==> src/design/lcts_pkg.sv <==
`timescale 1ns / 1ps
// package for the load cell tare and scale block
// shared types and constants; no dependencies

package lcts_pkg;

  localparam logic [25:0] MG_Q16 = 26'd65536000;
  localparam logic [51:0] SCALE_RESET = 52'd27525120;
  localparam logic [15:0] DEADBAND_RESET = 16'd200;

  typedef enum logic [1:0] {
    OP_MEASURE = 2'd0,
    OP_TARE    = 2'd1,
    OP_CAL     = 2'd2,
    OP_SETSC   = 2'd3
  } op_t;

  // one classified request queued between front and back
  typedef struct packed {
    op_t                op;
    logic               last;
    logic signed [23:0] sample;
    logic [23:0]        known;
    logic signed [51:0] new_scale;
  } req_t;

  typedef enum logic [2:0] {
    ST_IDLE,
    ST_MUL,
    ST_DIV,
    ST_FIX,
    ST_OUT
  } state_t;

endpackage

==> src/design/lcts_front.sv <==
`timescale 1ns / 1ps
// front part: accepts input items, picks the sample and queues a request
// depends on lcts_pkg

module lcts_front #(
  parameter int RAW_BITS = 24,
  parameter int DEPTH    = 2
) (
  input  logic                clk,
  input  logic                rst_n,
  input  logic                in_valid,
  output logic                in_stall,
  input  logic [1:0]          in_operation,
  input  logic                in_sample_ready,
  input  logic [23:0]         in_raw_code,
  input  logic                in_last_sample,
  input  logic [23:0]         in_known_weight_mg,
  input  logic signed [51:0]  in_scale_value,
  input  logic signed [23:0]  last_raw,
  output logic                q_valid,
  output lcts_pkg::req_t      q_req,
  input  logic                q_take
);

  localparam int AW = (DEPTH > 1) ? $clog2(DEPTH) : 1;

  lcts_pkg::req_t      mem [DEPTH];
  logic [AW-1:0]       wp_r, rp_r;
  logic [AW:0]         cnt_r;
  logic                push;
  lcts_pkg::req_t      req;
  logic signed [23:0]  code;

  // sign-extend the low RAW_BITS of the converter word
  assign code = 24'($signed(in_raw_code[RAW_BITS-1:0]));

  // classify; a timed-out sample takes the back part's last_raw
  always_comb begin
    req.op        = lcts_pkg::op_t'(in_operation);
    req.last      = in_last_sample;
    req.sample    = in_sample_ready ? code : last_raw;
    req.known     = in_known_weight_mg;
    req.new_scale = in_scale_value;
  end

  assign in_stall = (cnt_r != (AW+1)'(0));
  assign push     = in_valid && !in_stall;
  assign q_valid  = (cnt_r != (AW+1)'(0));
  assign q_req    = mem[rp_r];

  // queue storage
  always_ff @(posedge clk) begin
    if (push) mem[wp_r] <= req;
  end

  // queue pointers; one request in flight so last_raw is settled
  always_ff @(posedge clk) begin
    if (!rst_n) begin
      wp_r  <= '0;
      rp_r  <= '0;
      cnt_r <= '0;
    end else begin
      if (push) wp_r <= (wp_r == AW'(DEPTH-1)) ? '0 : wp_r + AW'(1);
      if (q_take) rp_r <= (rp_r == AW'(DEPTH-1)) ? '0 : rp_r + AW'(1);
      cnt_r <= cnt_r + (AW+1)'(push) - (AW+1)'(q_take);
    end
  end

endmodule

==> src/design/lcts_div.sv <==
`timescale 1ns / 1ps
// serial restoring divider, one quotient bit per cycle, truncates toward zero
// depends on lcts_pkg

module lcts_div (
  input  logic               clk,
  input  logic               rst_n,
  input  logic               start,
  input  logic signed [51:0] num,
  input  logic signed [51:0] den,
  output logic               done,
  output logic signed [51:0] quot
);

  logic [51:0] q_r, r_r, d_r;
  logic [5:0]  n_r;
  logic        neg_r, busy_r, done_r;
  logic [52:0] trial;

  assign trial = {r_r, q_r[51]} - {1'b0, d_r};
  assign done  = done_r;
  assign quot  = neg_r ? -$signed(q_r) : $signed(q_r);

  always_ff @(posedge clk) begin
    if (!rst_n) begin
      busy_r <= 1'b0;
      done_r <= 1'b0;
      n_r    <= '0;
    end else begin
      done_r <= 1'b0;
      if (start) begin
        busy_r <= 1'b1;
        n_r    <= 6'd52;
      end else if (busy_r) begin
        n_r <= n_r - 6'd1;
        if (n_r == 6'd1) begin
          busy_r <= 1'b0;
          done_r <= 1'b1;
        end
      end
    end
  end

  // datapath: magnitudes, shift and subtract
  always_ff @(posedge clk) begin
    if (start) begin
      q_r   <= num[51] ? 52'(-num) : 52'(num);
      d_r   <= den[51] ? 52'(-den) : 52'(den);
      r_r   <= '0;
      neg_r <= num[51] ^ den[51];
    end else if (busy_r) begin
      if (!trial[52]) begin
        r_r <= trial[51:0];
        q_r <= {q_r[50:0], 1'b1};
      end else begin
        r_r <= {r_r[50:0], q_r[51]};
        q_r <= {q_r[50:0], 1'b0};
      end
    end
  end

endmodule

==> src/design/lcts_back.sv <==
`timescale 1ns / 1ps
// back part: state registers, batch handling, scaling and result register
// depends on lcts_pkg and lcts_div

module lcts_back #(
  parameter int MAX_BATCH = 255
) (
  input  logic               clk,
  input  logic               rst_n,
  input  logic [15:0]        deadband,
  input  logic               q_valid,
  input  lcts_pkg::req_t     q_req,
  output logic               q_take,
  output logic signed [23:0] last_raw,
  output logic               out_valid,
  input  logic               out_stall,
  output logic signed [51:0] out_weight_mg,
  output logic signed [23:0] out_raw_value,
  output logic signed [23:0] out_zero_offset,
  output logic signed [51:0] out_scale_q16,
  output logic               out_batch_applied
);

  lcts_pkg::state_t   st_r, st_nxt;
  lcts_pkg::req_t     rq_r;
  logic signed [23:0] last_raw_r, offset_r, used_r;
  logic signed [51:0] scale_r, weight_r;
  logic signed [31:0] sum_r;
  logic [7:0]         bcnt_r;
  logic               applied_r, ovalid_r;
  logic               is_div_w_r;   // a division is pending for this request
  logic signed [51:0] den_r, prod_r;
  logic signed [51:0] mul_w, num_w;
  logic               div_start, div_done;
  logic signed [51:0] quot;
  logic signed [51:0] mag;

  // average uses the same divider
  logic               avg_mode_r;

  // net times 65536000; the net fits in 25 bits
  assign mul_w = 52'($signed(prod_r[24:0])) * 52'($signed({1'b0, lcts_pkg::MG_Q16}));
  assign num_w = avg_mode_r ? prod_r : mul_w;

  lcts_div u_div (
    .clk(clk), .rst_n(rst_n), .start(div_start),
    .num(num_w), .den(den_r), .done(div_done), .quot(quot)
  );

  assign last_raw          = last_raw_r;
  assign out_valid         = ovalid_r;
  assign out_weight_mg     = weight_r;
  assign out_raw_value     = used_r;
  assign out_zero_offset   = offset_r;
  assign out_scale_q16     = scale_r;
  assign out_batch_applied = applied_r;
  assign mag = quot[51] ? -quot : quot;

  // next state
  always_comb begin
    st_nxt    = st_r;
    q_take    = 1'b0;
    div_start = 1'b0;
    case (st_r)
      lcts_pkg::ST_IDLE: if (q_valid && !ovalid_r) begin
        q_take = 1'b1;
        st_nxt = lcts_pkg::ST_MUL;
      end
      lcts_pkg::ST_MUL: begin
        if (is_div_w_r) begin
          div_start = 1'b1;
          st_nxt    = lcts_pkg::ST_DIV;
        end else begin
          st_nxt = lcts_pkg::ST_FIX;
        end
      end
      lcts_pkg::ST_DIV: if (div_done) st_nxt = lcts_pkg::ST_FIX;
      // calibrate goes round again for the scale division
      lcts_pkg::ST_FIX: begin
        if (is_div_w_r && avg_mode_r && rq_r.op == lcts_pkg::OP_CAL) begin
          st_nxt = lcts_pkg::ST_MUL;
        end else begin
          st_nxt = lcts_pkg::ST_OUT;
        end
      end
      lcts_pkg::ST_OUT: st_nxt = lcts_pkg::ST_IDLE;
      default: st_nxt = lcts_pkg::ST_IDLE;
    endcase
  end

  always_ff @(posedge clk) begin
    if (!rst_n) st_r <= lcts_pkg::ST_IDLE;
    else        st_r <= st_nxt;
  end

  // sequencer datapath
  always_ff @(posedge clk) begin
    if (!rst_n) begin
      last_raw_r <= '0;
      offset_r   <= '0;
      scale_r    <= lcts_pkg::SCALE_RESET;
      weight_r   <= '0;
      sum_r      <= '0;
      bcnt_r     <= '0;
      ovalid_r   <= 1'b0;
      applied_r  <= 1'b0;
      is_div_w_r <= 1'b0;
      avg_mode_r <= 1'b0;
    end else begin
      if (ovalid_r && !out_stall) ovalid_r <= 1'b0;
      case (st_r)
        // take request, do the cheap parts, set up the first division
        lcts_pkg::ST_IDLE: if (q_take) begin
          rq_r       <= q_req;
          applied_r  <= 1'b0;
          is_div_w_r <= 1'b0;
          avg_mode_r <= 1'b0;
          used_r     <= last_raw_r;
          case (q_req.op)
            lcts_pkg::OP_MEASURE: begin
              last_raw_r <= q_req.sample;
              used_r     <= q_req.sample;
              prod_r     <= 52'(q_req.sample) - 52'(offset_r);
              den_r      <= scale_r;
              is_div_w_r <= (scale_r != '0);
            end
            lcts_pkg::OP_TARE, lcts_pkg::OP_CAL: begin
              if (q_req.op == lcts_pkg::OP_TARE || q_req.known != '0) begin
                logic signed [31:0] s;
                logic [7:0]         c;
                s = sum_r;
                c = bcnt_r;
                used_r <= q_req.sample;
                if (q_req.sample != '0 && c < 8'(MAX_BATCH)) begin
                  s = s + 32'(q_req.sample);
                  c = c + 8'd1;
                end
                if (q_req.last) begin
                  sum_r  <= '0;
                  bcnt_r <= '0;
                  if (c != '0) begin
                    applied_r  <= 1'b1;
                    avg_mode_r <= 1'b1;
                    is_div_w_r <= 1'b1;
                    prod_r     <= 52'(s);
                    den_r      <= 52'(c);
                  end
                end else begin
                  sum_r  <= s;
                  bcnt_r <= c;
                end
              end else if (q_req.last) begin
                sum_r  <= '0;
                bcnt_r <= '0;
              end
            end
            default: if (q_req.new_scale != '0) scale_r <= q_req.new_scale;
          endcase
        end
        // apply the quotient; calibrate needs a second division
        lcts_pkg::ST_FIX: if (is_div_w_r) begin
          if (avg_mode_r) begin
            if (rq_r.op == lcts_pkg::OP_TARE) begin
              offset_r   <= quot[23:0];
              weight_r   <= '0;
              is_div_w_r <= 1'b0;
            end else begin
              avg_mode_r <= 1'b0;
              prod_r     <= 52'($signed(quot[23:0])) - 52'(offset_r);
              den_r      <= 52'(rq_r.known);
            end
          end else if (rq_r.op == lcts_pkg::OP_MEASURE) begin
            weight_r   <= (mag < 52'(deadband)) ? '0 : quot;
            is_div_w_r <= 1'b0;
          end else begin
            scale_r    <= quot;
            is_div_w_r <= 1'b0;
          end
        end
        lcts_pkg::ST_OUT: ovalid_r <= 1'b1;
        default: ;
      endcase
    end
  end

endmodule

==> src/design/load_cell_tare_and_scale.sv <==
`timescale 1ns / 1ps
// top level of the load cell tare and scale block
// depends on lcts_pkg, lcts_front, lcts_back, lcts_div

// Converts 24-bit load-cell words to milligrams with tare and calibration.
// One item at a time: a measure with a nonzero scale or a tare close with
// samples goes once through the shared 52-step serial divider, a calibrate
// close twice (average, then scale), other items not at all.
// The divider sets the rate. One result is produced per item and held in an
// output register until taken; one further request can wait in the queue.

module load_cell_tare_and_scale #(
  parameter int MAX_BATCH = 255,
  parameter int RAW_BITS  = 24
) (
  input  logic               clk,
  input  logic               rst_n,
  input  logic               cfg_valid,
  output logic               cfg_ready,
  input  logic [15:0]        cfg_deadband_mg,
  input  logic               in_valid,
  output logic               in_stall,
  input  logic [1:0]         in_operation,
  input  logic               in_sample_ready,
  input  logic [23:0]        in_raw_code,
  input  logic               in_last_sample,
  input  logic [23:0]        in_known_weight_mg,
  input  logic signed [51:0] in_scale_value,
  output logic               out_valid,
  input  logic               out_stall,
  output logic signed [51:0] out_weight_mg,
  output logic signed [23:0] out_raw_value,
  output logic signed [23:0] out_zero_offset,
  output logic signed [51:0] out_scale_q16,
  output logic               out_batch_applied
);

  logic [15:0]        deadband_r;
  logic               q_valid, q_take;
  lcts_pkg::req_t     q_req;
  logic signed [23:0] last_raw;

  assign cfg_ready = 1'b1;

  // deadband register
  always_ff @(posedge clk) begin
    if (!rst_n) deadband_r <= lcts_pkg::DEADBAND_RESET;
    else if (cfg_valid) deadband_r <= cfg_deadband_mg;
  end

  lcts_front #(.RAW_BITS(RAW_BITS), .DEPTH(2)) u_front (
    .clk(clk), .rst_n(rst_n),
    .in_valid(in_valid), .in_stall(in_stall),
    .in_operation(in_operation), .in_sample_ready(in_sample_ready),
    .in_raw_code(in_raw_code), .in_last_sample(in_last_sample),
    .in_known_weight_mg(in_known_weight_mg), .in_scale_value(in_scale_value),
    .last_raw(last_raw),
    .q_valid(q_valid), .q_req(q_req), .q_take(q_take)
  );

  lcts_back #(.MAX_BATCH(MAX_BATCH)) u_back (
    .clk(clk), .rst_n(rst_n), .deadband(deadband_r),
    .q_valid(q_valid), .q_req(q_req), .q_take(q_take),
    .last_raw(last_raw),
    .out_valid(out_valid), .out_stall(out_stall),
    .out_weight_mg(out_weight_mg), .out_raw_value(out_raw_value),
    .out_zero_offset(out_zero_offset), .out_scale_q16(out_scale_q16),
    .out_batch_applied(out_batch_applied)
  );

endmodule

==> config.mk <==
export PLATFORM = sky130hd
export DESIGN_NAME = load_cell_tare_and_scale
export DESIGN_NICKNAME = d
export VERILOG_FILES = /design/src/design/lcts_pkg.sv /design/src/design/lcts_front.sv /design/src/design/lcts_div.sv /design/src/design/lcts_back.sv /design/src/design/load_cell_tare_and_scale.sv
export SDC_FILE = /design/constraint.sdc
export NUM_CORES = 2
export LEC_CHECK = 0
export BUFFER_PORTS_ARGS = -buffer_cell sky130_fd_sc_hd__buf_2
export CAP_MARGIN = 20
export CORE_UTILIZATION = 50
export CTS_BUF_LIST = sky130_fd_sc_hd__clkbuf_16
export CTS_CLUSTER_DIAMETER = 100
export CTS_CLUSTER_SIZE = 28
export DETAILED_ROUTE_END_ITERATION = 7
export GPL_ROUTABILITY_DRIVEN = 1
export GPL_TIMING_DRIVEN = 0
export PLACE_DENSITY = 0.68
export SLEW_MARGIN = 20
export SYNTH_ARGS = -nofsm -noshare
export SYNTH_HDL_FRONTEND = slang
export SYNTH_HIERARCHICAL = 1
export SYNTH_SLANG_ARGS = --single-unit
==> constraint.sdc <==
create_clock -name clk -period 22.5 [get_ports clk]
set_clock_uncertainty 0.05 [all_clocks]
set_input_delay 1.125 -clock clk [delete_from_list [all_inputs] [get_ports clk]]
set_output_delay 1.125 -clock clk [all_outputs]
set_load 0.01 [all_outputs]
==> key figures <==
STA
  • Fmax: 101.0 MHz
  • Slew margin rel.: 0.1868
  • Final period util: 0.4400
  • Final hold violation count: 0
  • Setup TNS: 0 ns
  • RSZ-0062 raised after global routing: false
  • Fin crit period: 9.900 ns
  • Post-route setup slack: 12.60 ns
  • Final setup viols: 0
  • Max Slew Vio Count: 0
  • Measured slew at the worst slew-check pin: 1.211 ns

Setup path
  • Worst-path fanout max: 10
  • CP Data Arrival Time: 10.34 ns
  • Crit start category: register
  • CP Class: reg2reg
  • Required time at the worst-slack endpoint: 22.94 ns
  • RR Startpoint: u_back/u_div/q_r[13]
  • Critical Path Start: u_back/u_div/q_r[13]
  • Critical Path End Type: register

Global route
  • First-pass GRT wire length: 227.9 mm
  • Initial antenna violation count: 6
  • GRT overflow: 0
  • Global Route Usage Sum: 0.3201
  • Pin count of the biggest net entering global routing: 53
  • Vias in the first global route: 36951

Synth
  • Yosys top cell area share: 0.2894
  • Register area share after synthesis: 0.4108
  • Largest area contributor in the netlist: edfxtp_1
  • Distinct cells, synth: 104
  • Synth top area cells: edfxtp_1 29%, dfxtp_1 12%, ha_1 6.7%
  • Main flop type after synthesis: edfxtp_1
  • Ys Warns: 6
  • Netlist Area Pre-Place: 46170 µm²
  • EDFF count, synth: 445
  • Asr flop ratio synth: 0
  • Mapped Nets: 5319
  • Mapped Cells: 4846
  • Number of synthesized register bits: 725
  • Synthesized area per cell: 9.528 µm²

Placed design
  • Worst slack, placed: 13.10 ns
  • Dpl hpwl: 122.5 mm
  • Placed cell area: 49670 µm²
  • Port Buffers: 277
  • Inst Count DP: 6348
  • Gpl congestion: 0.9942

Finish
  • Finished Layout Cells: 6418
  • Layout area overhead: 10.37%
  • Most frequent cells in the layout: 539 x nand2_1, 445 x edfxtp_1, 422 x inv_1
  • Total Nets Final: 5675
  • Fin area: 50960 µm²
  • Most common cell after layout, fill and taps aside: nand2_1
  • Share of layout cells above drive strength 1: 0.1195

Detailed routing
  • WL/cell: 23.86 µm
  • WL final: 153.1 mm
  • 1st-iter DRT viols: 3918
  • Via Count: 39202
  • Antenna Nets Post-Route: 0
  • Drt via density: 6.108
  • TritonRoute pass-1 iters: 6
  • DRC viols: 0

Die
  • Initial Utilization: 0.5045
  • Die Ht: 305.9 µm
  • Placement Rows: 111
  • Die span in x: 305.9 µm
  • Core box area: 91520 µm²
  • Ports: 281
  • Die ar.: 93570 µm²

Clock tree
  • H-tree depth: 2
  • Post-CTS Setup Repair Bufs: 0
  • Hold_buf cts: 0
  • Sink Count: 725
  • Post_cts resized: 0
  • Worst skew pair latency: 0.64 ns
  • CTS root buf: clkbuf_16
  • TritonCTS buffer count: 37
  • CTS tree: yes
  • Clock-pin transition on the worst setup and hold timing paths: 0.08 ns
  • Max clock buf depth: 3

Job
  • Max_cap viols: 0

Min path
  • Worst hold start: u_back/out_weight_mg[43]
  • Hold crit path type: reg2reg

Run status
  • Outcome: completed
==> worst max-delay path, cell delays in order (launching register included) <==
cell and delay [ns]:
edfxtp_1 0.47, or4_1 0.57, nor3_1 0.32, nand2_1 0.28
or4_1 0.53, nand2b_1 0.25, o21ai_0 0.50, nand2_1 0.15
xnor2_1 0.62, clkbuf_1 0.56, clkbuf_1 0.48, clkbuf_1 0.45
clkbuf_1 0.63, nand2_1 0.14, xnor2_1 0.18, ha_1 0.31
a21o_1 0.16, a21o_1 0.17, a2111oi_0 0.67, o311ai_0 0.29
a211o_1 0.33, a2111oi_4 0.35, o2111ai_2 0.22, nor4_4 0.30
a31oi_4 0.32, buf_6 0.25, a22o_1 0.22
==> Yosys cell counts, types with 38 or more instances <==
cell,count
and2_1,64
dfxtp_1,280
xor2_1,118
or3_1,40
nor3_1,70
ha_1,249
nor4_1,69
nor2_1,347
nand3_1,86
clkbuf_1,192
nor2b_1,38
a311oi_1,85
inv_1,407
mux2_2,135
nand2b_1,39
o31ai_1,64
fa_1,99
a22o_1,83
edfxtp_1,445
xnor2_1,187
a21o_1,77
o21ai_0,220
nand2_1,540
mux2i_1,43
a21oi_1,308
==> per-stage QoR <==
step                      utilization  hold WS (ns)
final                          0.5568        0.4250
after global routing           0.5568        0.4470
after CTS                      0.5566        0.4253
after detailed placement       0.5427        0.4057
after global placement         0.5359        0.4030
after floorplan                     -        0.3911
==> layout make-up <==
class                      instances  area (µm²)
antenna                            1       2.502
multi-input combinational       3470       24780
clock inverter                    29       294.0
inverter                         410        1539
buffer                           241        1062
timing repair buffer             317        1852
clock buffer                      39       975.9
sequential                       725       18970
fill                            8239       40560
tap                             1186        1484
==> routing by layer <==
layer / vias to the layer above / global-route usage / routed length [µm]
li1: 18059 / - / -
met1: 19054 / 0.4416 / 65000
met2: 1774 / 0.4964 / 67270
met3: 311 / 0.06014 / 14250
met4: 4 / 0.1267 / 6589
met5: - / 0 / 31
==> sequential cells by signal, indices dropped and copies added (netlist names), 2 cells and up, named ones only <==
| register | count |
|---|---|
| u_back/out_weight_mg | 52 |
| u_back/st_r | 3 |
| u_back/out_raw_value | 24 |
| u_back/out_scale_q16 | 52 |
| u_back/out_zero_offset | 24 |
| deadband_r | 16 |
| u_back/u_div/q_r | 52 |
| u_back/u_div/d_r | 52 |
| u_back/rq_r | 26 |
| u_back/u_div/r_r | 52 |
| u_back/den_r | 52 |
| u_back/sum_r | 32 |
| u_back/prod_r | 32 |
| u_front/mem | 206 |
| u_back/u_div/n_r | 6 |
| u_back/bcnt_r | 8 |
| u_front/cnt_r | 2 |
| u_back/last_raw | 24 |
==> logic make-up (layout without fill, tap and decap cells) <==
family                   count (synthesis)  count (layout)  synth area share
adder cells (fa/ha/maj)                348             348            0.1104
AO/OA/AOI/OAI                         1149            1149            0.1658
flip-flops                             725             725            0.4108
buffers and inverters                  651            1036           0.05634
XOR/XNOR                               306             306           0.05834
multiplexers                           178             178           0.04224
AND/OR/NAND/NOR                       1488            1488            0.1560
other                                    1               2        0.00008121
==> path summary, 6_finish.rpt <==
kind / to / depth (start not counted) / slack (ns)
max: u_back/out_weight_mg[47] / 26 / 12.60
min: u_back/out_weight_mg[43] / 1 / 0.43
min reg2reg: u_back/out_weight_mg[43] / 1 / 0.43
max reg2reg: u_back/out_weight_mg[47] / 26 / 12.60
Power is not shown: default switching activity piles up to over one toggle a cycle in this logic, so the estimate is an artifact.
